===== src/design/bldc6_pkg.sv =====
// ----------------------------------------------------------------------------
// bldc6_pkg
// Shared types, register indexes, reset values and step tables for the
// six-step hall commutator.
// ----------------------------------------------------------------------------
`default_nettype none

package bldc6_pkg;

    localparam int CFG_IDX_W = 2;

    localparam logic [CFG_IDX_W-1:0] CFG_PWM_PERIOD   = 2'd0;
    localparam logic [CFG_IDX_W-1:0] CFG_INVERTED_PWM = 2'd1;
    localparam logic [CFG_IDX_W-1:0] CFG_START_DUTY   = 2'd2;

    localparam logic REQ_HALL   = 1'b0;
    localparam logic REQ_BUTTON = 1'b1;

    localparam logic [15:0] RST_PERIOD   = 16'd1000;
    localparam logic [15:0] RST_STEP_INC = 16'd50;
    localparam logic [15:0] RST_LIM_HI   = 16'd300;
    localparam logic [15:0] RST_LIM_LO   = 16'd100;

    // floor(x/10) is exact for x < 2^18 with this reciprocal
    localparam logic [16:0] RECIP10  = 17'd52429;
    localparam int          RECIP_SH = 19;

    typedef struct packed {
        logic       req_type;
        logic [2:0] hall_bits;
        logic       dir_button;
        logic       speed_button;
    } t_in_item;

    typedef struct packed {
        logic [15:0] cmp_one;
        logic [15:0] cmp_two;
        logic [15:0] cmp_three;
        logic [2:0]  high_enable;
        logic [2:0]  low_enable;
        logic [2:0]  low_pins;
        logic        high_pins_cleared;
        logic        commutated;
        logic [15:0] duty_now;
        logic        reverse_now;
    } t_out_item;

    typedef struct packed {
        logic [15:0] period;
        logic        inverted;
        logic [15:0] step_inc;
        logic [15:0] lim_hi;
        logic [15:0] lim_lo;
    } t_cfg;

    function automatic logic [15:0] div10(input logic [17:0] x);
        logic [34:0] p;
        p = 35'(x) * 35'(RECIP10);
        return p[RECIP_SH+15:RECIP_SH];
    endfunction

    // channel that carries a zero compare for steps 1..6
    function automatic logic [1:0] step_zero_chan(input logic [2:0] s);
        logic [1:0] r;
        unique case (s)
            3'd1:    r = 2'd1;
            3'd2:    r = 2'd2;
            3'd3:    r = 2'd0;
            3'd4:    r = 2'd0;
            3'd5:    r = 2'd2;
            3'd6:    r = 2'd1;
            default: r = 2'd0;
        endcase
        return r;
    endfunction

    function automatic logic [2:0] step_hi_en(input logic [2:0] s);
        logic [2:0] r;
        unique case (s)
            3'd1:    r = 3'd1;
            3'd2:    r = 3'd2;
            3'd3:    r = 3'd2;
            3'd4:    r = 3'd4;
            3'd5:    r = 3'd1;
            3'd6:    r = 3'd4;
            default: r = 3'd0;
        endcase
        return r;
    endfunction

    // low-side enables and low pins share one pattern
    function automatic logic [2:0] step_lo_en(input logic [2:0] s);
        logic [2:0] r;
        unique case (s)
            3'd1:    r = 3'd4;
            3'd2:    r = 3'd1;
            3'd3:    r = 3'd4;
            3'd4:    r = 3'd2;
            3'd5:    r = 3'd2;
            3'd6:    r = 3'd1;
            default: r = 3'd0;
        endcase
        return r;
    endfunction

endpackage

`default_nettype wire


===== src/design/bldc6_cfg.sv =====
// ----------------------------------------------------------------------------
// bldc6_cfg
// Configuration registers; duty ramp step and limits derived on period write.
// ----------------------------------------------------------------------------
`default_nettype none

module bldc6_cfg
    import bldc6_pkg::*;
(
    input  wire logic                 i_clk,
    input  wire logic                 i_rst_n,
    input  wire logic                 i_wr,
    input  wire logic [CFG_IDX_W-1:0] i_idx,
    input  wire logic [15:0]          i_data,
    output t_cfg                      o_cfg,
    output logic                      o_duty_load
);

    t_cfg        r_cfg;
    logic [15:0] lo_val;
    logic [17:0] x3;

    assign lo_val = div10({2'b00, i_data});
    assign x3     = {1'b0, i_data, 1'b0} + {2'b00, i_data};

    always_ff @(posedge i_clk) begin
        if (!i_rst_n) begin
            r_cfg.period   <= RST_PERIOD;
            r_cfg.inverted <= 1'b0;
            r_cfg.step_inc <= RST_STEP_INC;
            r_cfg.lim_hi   <= RST_LIM_HI;
            r_cfg.lim_lo   <= RST_LIM_LO;
        end else if (i_wr) begin
            unique case (i_idx)
                CFG_PWM_PERIOD: begin
                    r_cfg.period   <= i_data;
                    r_cfg.lim_lo   <= lo_val;
                    r_cfg.step_inc <= {1'b0, lo_val[15:1]};
                    r_cfg.lim_hi   <= div10(x3);
                end
                CFG_INVERTED_PWM: begin
                    r_cfg.inverted <= i_data[0];
                end
                default: begin
                end
            endcase
        end
    end

    assign o_cfg       = r_cfg;
    assign o_duty_load = i_wr && (i_idx == CFG_START_DUTY);

endmodule

`default_nettype wire


===== src/design/bldc6_core.sv =====
// ----------------------------------------------------------------------------
// bldc6_core
// Commutation, button state; result for one beat per cycle while i_adv is high.
// ----------------------------------------------------------------------------
`default_nettype none

module bldc6_core
    import bldc6_pkg::*;
#(
    parameter int DUTY_BITS = 16
) (
    input  wire logic        i_clk,
    input  wire logic        i_rst_n,
    input  wire logic        i_adv,
    input  wire t_in_item    i_item,
    input  wire t_cfg        i_cfg,
    input  wire logic        i_duty_load,
    input  wire logic [15:0] i_duty_val,
    output t_out_item        o_res
);

    localparam int CW = (DUTY_BITS > 16) ? DUTY_BITS : 16;

    logic [2:0]           r_last_hall, n_last_hall;
    logic [DUTY_BITS-1:0] r_duty, n_duty;
    logic                 r_reverse, n_reverse;
    logic                 r_ramp_up, n_ramp_up;
    logic                 r_dir_armed, n_dir_armed;
    logic                 r_spd_armed, n_spd_armed;
    logic [15:0]          r_cmp [3];
    logic [15:0]          n_cmp [3];
    logic [2:0]           r_hi_en, n_hi_en;
    logic [2:0]           r_lo_en, n_lo_en;
    logic [2:0]           r_lo_pins, n_lo_pins;
    logic                 r_cleared, n_cleared;

    logic                 is_hall;
    logic                 hall_change;
    logic [2:0]           hall;
    logic [2:0]           step;
    logic                 step_ok;
    logic [15:0]          duty16;
    logic [15:0]          drv;
    logic [1:0]           zc;
    logic [DUTY_BITS-1:0] sum_up;
    logic [DUTY_BITS-1:0] diff_dn;
    logic                 commutated;

    assign hall        = i_item.hall_bits;
    assign is_hall     = (i_item.req_type == REQ_HALL);
    assign hall_change = is_hall && (hall != r_last_hall);
    assign step        = !r_reverse ? hall :
                         ((hall != 3'd0 && hall != 3'd7) ? 3'd7 - hall : 3'd0);
    assign step_ok     = (step != 3'd0) && (step != 3'd7);
    assign duty16      = 16'(r_duty);
    assign drv         = i_cfg.inverted ? i_cfg.period - duty16 : duty16;
    assign zc          = step_zero_chan(step);
    assign sum_up      = r_duty + DUTY_BITS'(i_cfg.step_inc);
    assign diff_dn     = r_duty - DUTY_BITS'(i_cfg.step_inc);

    always_comb begin
        n_last_hall = r_last_hall;
        n_duty      = r_duty;
        n_reverse   = r_reverse;
        n_ramp_up   = r_ramp_up;
        n_dir_armed = r_dir_armed;
        n_spd_armed = r_spd_armed;
        n_cmp       = r_cmp;
        n_hi_en     = r_hi_en;
        n_lo_en     = r_lo_en;
        n_lo_pins   = r_lo_pins;
        n_cleared   = r_cleared;
        commutated  = 1'b0;

        if (i_adv && hall_change) begin
            commutated  = 1'b1;
            n_last_hall = hall;
            if (step_ok) begin
                for (int c = 0; c < 3; c++) begin
                    n_cmp[c] = (2'(c) == zc) ? 16'd0 : drv;
                end
                n_hi_en   = step_hi_en(step);
                n_lo_en   = step_lo_en(step);
                n_lo_pins = step_lo_en(step);
                n_cleared = 1'b0;
            end else begin
                n_hi_en   = 3'd0;
                n_lo_en   = 3'd0;
                n_cleared = 1'b1;
            end
        end

        if (i_adv && !is_hall) begin
            if (i_item.dir_button) begin
                n_dir_armed = 1'b1;
            end else if (r_dir_armed) begin
                n_dir_armed = 1'b0;
                n_reverse   = !r_reverse;
            end
            if (i_item.speed_button) begin
                n_spd_armed = 1'b1;
            end else if (r_spd_armed) begin
                n_spd_armed = 1'b0;
                if (r_ramp_up) begin
                    if (CW'(sum_up) > CW'(i_cfg.lim_hi)) begin
                        n_duty    = DUTY_BITS'(i_cfg.lim_hi);
                        n_ramp_up = 1'b0;
                    end else begin
                        n_duty = sum_up;
                    end
                end else begin
                    if (CW'(r_duty) > CW'(i_cfg.lim_lo)) begin
                        n_duty = diff_dn;
                    end else begin
                        n_duty    = DUTY_BITS'(i_cfg.lim_lo);
                        n_ramp_up = 1'b1;
                    end
                end
            end
        end

        if (i_duty_load) begin
            n_duty = DUTY_BITS'(i_duty_val);
        end
    end

    always_ff @(posedge i_clk) begin
        if (!i_rst_n) begin
            r_last_hall <= 3'd0;
            r_duty      <= '0;
            r_reverse   <= 1'b0;
            r_ramp_up   <= 1'b1;
            r_dir_armed <= 1'b0;
            r_spd_armed <= 1'b0;
            r_cmp[0]    <= 16'd0;
            r_cmp[1]    <= 16'd0;
            r_cmp[2]    <= 16'd0;
            r_hi_en     <= 3'd0;
            r_lo_en     <= 3'd0;
            r_lo_pins   <= 3'd0;
            r_cleared   <= 1'b0;
        end else begin
            r_last_hall <= n_last_hall;
            r_duty      <= n_duty;
            r_reverse   <= n_reverse;
            r_ramp_up   <= n_ramp_up;
            r_dir_armed <= n_dir_armed;
            r_spd_armed <= n_spd_armed;
            r_cmp       <= n_cmp;
            r_hi_en     <= n_hi_en;
            r_lo_en     <= n_lo_en;
            r_lo_pins   <= n_lo_pins;
            r_cleared   <= n_cleared;
        end
    end

    always_comb begin
        o_res.cmp_one           = n_cmp[0];
        o_res.cmp_two           = n_cmp[1];
        o_res.cmp_three         = n_cmp[2];
        o_res.high_enable       = n_hi_en;
        o_res.low_enable        = n_lo_en;
        o_res.low_pins          = n_lo_pins;
        o_res.high_pins_cleared = n_cleared;
        o_res.commutated        = commutated;
        o_res.duty_now          = 16'(n_duty);
        o_res.reverse_now       = n_reverse;
    end

endmodule

`default_nettype wire


===== src/design/bldc_six_step_commutator_top.sv =====
// ----------------------------------------------------------------------------
// bldc_six_step_commutator_top
// Hall six-step commutator with direction and speed ramp buttons.
//
//   channel   signals                                  beat
//   in        i_in_valid / o_in_ready / i_in_data      one hall or button sample
//   out       o_out_valid / i_out_ready / o_out_data   one result per sample
//   cfg       i_cfg_valid / o_cfg_ready / i_cfg_index, i_cfg_data
//
// One beat per cycle sustained while i_out_ready does not stall the result.
// Input register, state update, result register; the result register
// stalls on i_out_ready and the input register then holds one more beat.
// Synchronous active-low reset; cfg always ready, ramp limits computed on write.
// ----------------------------------------------------------------------------
`default_nettype none

module bldc_six_step_commutator_top
    import bldc6_pkg::*;
#(
    parameter int DUTY_BITS = 16
) (
    input  wire logic                 i_clk,
    input  wire logic                 i_rst_n,
    input  wire logic                 i_in_valid,
    output logic                      o_in_ready,
    input  wire t_in_item             i_in_data,
    output logic                      o_out_valid,
    input  wire logic                 i_out_ready,
    output t_out_item                 o_out_data,
    input  wire logic                 i_cfg_valid,
    output logic                      o_cfg_ready,
    input  wire logic [CFG_IDX_W-1:0] i_cfg_index,
    input  wire logic [15:0]          i_cfg_data
);

    logic      r_in_vld;
    t_in_item  r_in;
    logic      r_out_vld;
    t_out_item r_out;
    logic      adv;
    t_cfg      cfg;
    logic      duty_load;
    t_out_item res;

    assign adv         = r_in_vld && (!r_out_vld || i_out_ready);
    assign o_in_ready  = !r_in_vld || adv;
    assign o_cfg_ready = 1'b1;

    always_ff @(posedge i_clk) begin
        if (!i_rst_n) begin
            r_in_vld  <= 1'b0;
            r_out_vld <= 1'b0;
        end else begin
            if (o_in_ready) begin
                r_in_vld <= i_in_valid;
            end
            if (adv) begin
                r_out_vld <= 1'b1;
            end else if (i_out_ready) begin
                r_out_vld <= 1'b0;
            end
        end
    end

    always_ff @(posedge i_clk) begin
        if (i_in_valid && o_in_ready) begin
            r_in <= i_in_data;
        end
        if (adv) begin
            r_out <= res;
        end
    end

    bldc6_cfg u_cfg (
        .i_clk       (i_clk),
        .i_rst_n     (i_rst_n),
        .i_wr        (i_cfg_valid),
        .i_idx       (i_cfg_index),
        .i_data      (i_cfg_data),
        .o_cfg       (cfg),
        .o_duty_load (duty_load)
    );

    bldc6_core #(
        .DUTY_BITS (DUTY_BITS)
    ) u_core (
        .i_clk       (i_clk),
        .i_rst_n     (i_rst_n),
        .i_adv       (adv),
        .i_item      (r_in),
        .i_cfg       (cfg),
        .i_duty_load (duty_load),
        .i_duty_val  (i_cfg_data),
        .o_res       (res)
    );

    assign o_out_valid = r_out_vld;
    assign o_out_data  = r_out;

endmodule

`default_nettype wire


===== config.mk =====
export PLATFORM = sky130hd
export DESIGN_NAME = bldc_six_step_commutator_top
export DESIGN_NICKNAME = d
export VERILOG_FILES = /design/src/design/bldc6_pkg.sv /design/src/design/bldc6_cfg.sv /design/src/design/bldc6_core.sv /design/src/design/bldc_six_step_commutator_top.sv
export SDC_FILE = /design/constraint.sdc
export NUM_CORES = 1
export LEC_CHECK = 0
export ABC_AREA = 1
export BUFFER_PORTS_ARGS = -buffer_cell sky130_fd_sc_hd__buf_2
export CORE_MARGIN = 5
export CORE_UTILIZATION = 45
export CTS_CLUSTER_DIAMETER = 40
export DETAILED_ROUTE_END_ITERATION = 8
export PLACE_DENSITY = 0.66
export SYNTH_ARGS = -nofsm -noshare
export SYNTH_HDL_FRONTEND = slang
export SYNTH_SLANG_ARGS = --single-unit

===== constraint.sdc =====
create_clock -name i_clk -period 15.22 [get_ports i_clk]
set_clock_uncertainty 0.15 [all_clocks]
set_input_delay 4.566 -clock i_clk [delete_from_list [all_inputs] [get_ports i_clk]]
set_output_delay 4.566 -clock i_clk [all_outputs]
set_load 0.02 [all_outputs]

After elaboration in Yosys (flattened, before gate mapping)
Index checks and enable logic that the tools add are counted.
Widths: inputs -> output; s select.

storage, ports and cells
  bits in registers = 222
  bits of input ports = 29
  output and inout bits = 79
  word-level logic and storage cells = 124

operators by class
  add/subtract/negate cells = 5
  $mul = 2
  $lt $le $gt $ge = 2
  equality and inequality tests = 13
  muxes and demuxes = 37
  bitwise logic cells = 2
  reductions and logical operators = 29

operator list
  operator                number
  $mux 16                 11
  $mux 48                 2
  $mul 18x16->34 const B  1
  $mul 16x16->32 const B  1
  $mux 3                  8
  $add 17x16->18          1
  $pmux 3 s3              2
  $add 16x12->16          1
  $gt 16x13->1            1
  $gt 16x15->1            1
  $reduce_or 2->1         8
  $sub 16x12->16          1
  $sub 16x16->16          1
  $mux 1                  13
  $eq 3x3->1 const B      3
  $logic_and 1x1->1       8
  $eq 3x2->1 const B      2
  $ne 3x3->1 const B      2
  $reduce_bool 3->1       2
  $logic_not 2->1         2
  $pmux 2 s2              1
  $reduce_and 2->1        2
  $eq 3x1->1 const B      1
  $logic_not 1->1         3
  other kinds (10)        12

Logic depth before layout (Yosys ltp)
  depth after elaboration = 11
  mapped depth = 38
  mapped depth without buffers = 37

By module
A second synthesis with hierarchy kept.

second synthesis, totals
  cell total of the unflattened synthesis = 3305
  area, all modules = 24159.4 um^2

modules (own cells, without submodules)
  module                        instances  cells an instance  area an instance (um^2)  sequential area each (um^2)
  bldc6_cfg                     1          1893               13868.3                  900.9
  bldc6_core                    1          1315               7722.4                   1621.6
  bldc_six_step_commutator_top  1          97                 2568.7                   2502.4

Worst setup path before layout
No wires, ideal clock.

  path type = input to register
  start = input i_cfg_data[1]
  end = register u_cfg.r_cfg (netlist bit u_cfg.o_cfg[24])
  setup time = 138 ps
  arrival time = 10443 ps
  required time = 14932 ps
  setup slack = 4489 ps
  cell stages on the path = 31
  path buffers = 0
  cells stage by stage = ha_1 inv_1 fa_1 nand2_1 nand2_1 o21ai_2 a21oi_2 o21ai_2 xor2_1 inv_1 ha_1 inv_1 fa_1 inv_1 fa_1 fa_1 fa_1 inv_1 fa_1 inv_1 ha_1 nand2_1 nor2_1 inv_1 nor3_1 nand2_1 o21ai_0 a21o_1 a21oi_1 o21ai_0 o211ai_1

on the way
  longest elaborated chain between the ends = 2

RTL lines
  element         RTL line                            text
  from (decl)     bldc_six_step_commutator_top.sv:33  input wire logic [15:0] i_cfg_data
  $add 17x16->18  bldc6_cfg.sv:24                     assign x3 = {1'b0, i_data, 1'b0} + {2'b00, i_data};
  $mul 18x16->34  bldc6_pkg.sv:58                     p = 35'(x) * 35'(RECIP10);
  to (decl)       bldc6_cfg.sv:19                     t_cfg r_cfg;

Every way passes these cells.
A chain may end at the register's enable or synchronous reset.

Final worst setup path
  start = input i_cfg_data[7]
  end = register u_cfg.r_cfg (netlist bit u_cfg.o_cfg[24])

Same word-level chain as after synthesis.

==> metrics.yaml <==
status: "finished, final reports clean"
netlist_instances: 2708
cts_tree: "yes"
rsz0062_at_grt: "false"
ys.flop_type: "dfxtp_1"
routed_wl_um: 63720
cpPeakStageDelay_ns: 0.51
start_kind: "input pin"
path_clk_slew_ns: 0.05
instances_no_fill: 3485
dieArea_mm2: 0.05362
period_needed_ns: 11.36
drt_iter0_drc: 1252
synth.avg_cell_area_um2: 8.157
holdPathStages: 2
setup-tns-final_ns: 0
timing.fmax_ghz: 0.08804
clock-sinks: 210
coreArea_mm2: 0.04875
r2r-start: "u_cfg.o_cfg[33]"
syn_nets: 3253
min_to: "u_core.r_dir_armed"
hold_viol: 0
die_x_um: 231.6
htree_levels: 1
arrival_ns: 11.61
die_h_um: 231.6
place_area_mm2: 0.02322
setup_viol: 0
gr-total-overflow: 0
grt_pass1_wl_um: 100800
io_buffer_count: 106
antenna_found_initial: 0
grt_start_max_net_pins: 77
min-delay-start: "u_core.r_dir_armed"
ctsResizeCount: 0
cpMaxStageDelayCell: "fa_1"
synth-edff-count: 82
synth_cell_types: 58
critPathCaptureType: "flop"
syn_area_mm2: 0.02209
post-cts-setup-buffers: 0
ant_nets: 0
area_growth_pct: 9.805
cp_num_buf_inv: 6
worst_slack_ns: 3.861
cts_buffer_depth: 3
synth_seq_cells: 210
clock_latency_ns: 0.56
cts_hold_buffers: 0
ys_warn_count: 0
cp_max_fo: 9
start_util_pct: 45.31
drc: 0
timing.rr.end: "o_out_data[10]"
numCtsBuffers: 30
drv_cap: 0
fin_area_mm2: 0.02426
std_cell_rows: 81
place_worst_setup_slack_ns: 3.322
nets: 3341
ys_seq_area_share_pct: 22.75
via_count: 18019
dp_hpwl_um: 53610
cts_root_buf: "clkbuf_16"
place_inst: 3428
fin_crit_sh_pct: 74.63
critical_path_required_ns: 15.47
critPathKind: "in2reg"
layout-drive-gt1-share_pct: 8.227
r2r_slack_ns: 10.73
cp_top_family: "adder cells"
vias_per_cell: 5.170
wl_per_cell_um: 18.28
hold_path.class: "reg2reg"
drv_slew: 0
relSlewSlack_pct: 34.33
ios: 108
reg2reg_depth: 23
track_usage_pct: 23.62
drt_pass1_iterations: 5
place.gp.congestion: 0.9657
worst_pin_slew_ns: 0.9850
grt_pass1_vias: 18096
ys_async_sr_fraction_pct: 0
-- sequential cells by signal (all words and copies together) (netlist names) --
signal              count
o_out_data             76
o_out_valid             1
r_in                    6
r_in_vld                1
u_cfg.o_cfg            45
u_core.duty16          16
u_core.r_cleared        1
u_core.r_cmp           48
u_core.r_dir_armed      1
u_core.r_hi_en          3
u_core.r_last_hall      3
u_core.r_lo_en          3
u_core.r_lo_pins        3
u_core.r_ramp_up        1
u_core.r_reverse        1
u_core.r_spd_armed      1
-- layout make-up --
class / count / area [µm²]
fillers: 4706 / 24490
multi-input cells: 1928 / 14860
flip-flops and latches: 210 / 5025
inverters: 516 / 1941
well taps: 664 / 830.8
clock buffers: 34 / 787.0
repair buffers: 110 / 560.5
clock inverters: 22 / 249.0
diodes: 1 / 2.502
-- kinds of logic (layout without fill, tap and decap cells) --
kind of cell,Yosys count,count (layout),share of synthesized area (%)
xor+xnor,92,92,3.818
flops,210,210,22.75
other cells,1,2,0.01698
fa+ha+maj,516,516,35.28
simple gates,864,864,16.31
buf+inv,570,682,10.03
compound gates,455,455,11.81
-- layer usage --
metal	track usage [%]	vias up	wire length (µm)
met5	0	-	0
met1	31.71	8505	28290
met3	3.381	97	3622
met4	6.425	0	1856
met2	40.13	519	29950
li1	-	8898	-
-- worst min-delay path: cells and delay by family, from the launching register on --
| kind | cells | cell delay, ns |
|---|---|---|
| buf+inv | 1 | 0.05 |
| flops | 1 | 0.30 |
| compound gates | 1 | 0.06 |
-- cell usage in the layout (no fill, tap or decap), types with 7 or more instances in the layout --
cell       count
o21ai_0      115
nor3_1        22
nand4_1       11
xnor2_1       20
xor2_1        67
edfxtp_1      82
inv_1        500
a31oi_1       15
nor4_1         8
inv_2         10
nand2_2        8
a211oi_1       7
nand2_1      541
nor2_1       129
a21o_1        17
dfxtp_1      128
o21ai_2        8
o21bai_1      14
clkbuf_16     31
buf_2        106
nor2_2         7
a21oi_1      228
nand3_1      115
ha_1         338
fa_1         178
o211ai_1      11
-- metrics by stage --
stage                     util (%)  hold slack, ns
after floorplan                  -          0.2854
after global placement       47.63          0.3015
after detailed placement     47.63          0.2987
after CTS                    49.75          0.3123
after global routing         49.75          0.3356
final                        49.76          0.3126
-- worst max path at each step --
stage / start / to / slack [ns] / depth (start not counted)
6_report: i_cfg_data[7] / u_cfg.o_cfg[24] / 3.86 / 28
5_1_grt: i_cfg_data[7] / u_cfg.o_cfg[24] / 3.40 / 30
2_1_floorplan: i_cfg_data[1] / u_cfg.o_cfg[24] / 4.49 / 31
3_5_place_dp: i_cfg_data[7] / u_cfg.o_cfg[24] / 3.32 / 28
4_1_cts: i_cfg_data[7] / u_cfg.o_cfg[24] / 3.87 / 28
3_3_place_gp: i_cfg_data[7] / u_cfg.o_cfg[24] / 3.49 / 28
-- synth_stat cells (all sizes together) (8+ instances only) --
library cell,count,area (µm²)
ha,338,4229
nand2,552,2115
fa,178,3563
o211ai,11,82.58
clkbuf,35,132.6
a211oi,8,65.06
a21oi,234,1201
inv,512,1922
buf,19,143.9
dfxtp,128,2562
nor2,140,573.0
a31oi,15,93.84
a21o,17,127.6
xor2,72,668.1
nand3,116,585.6
xnor2,20,175.2
o21ai,130,691.9
nor4,8,50.05
nand4,11,68.82
nor3,25,130.1
edfxtp,82,2462
o21bai,15,123.9
Power is not shown: default switching activity piles up to over one toggle a cycle in this logic, so the estimate is an artifact.
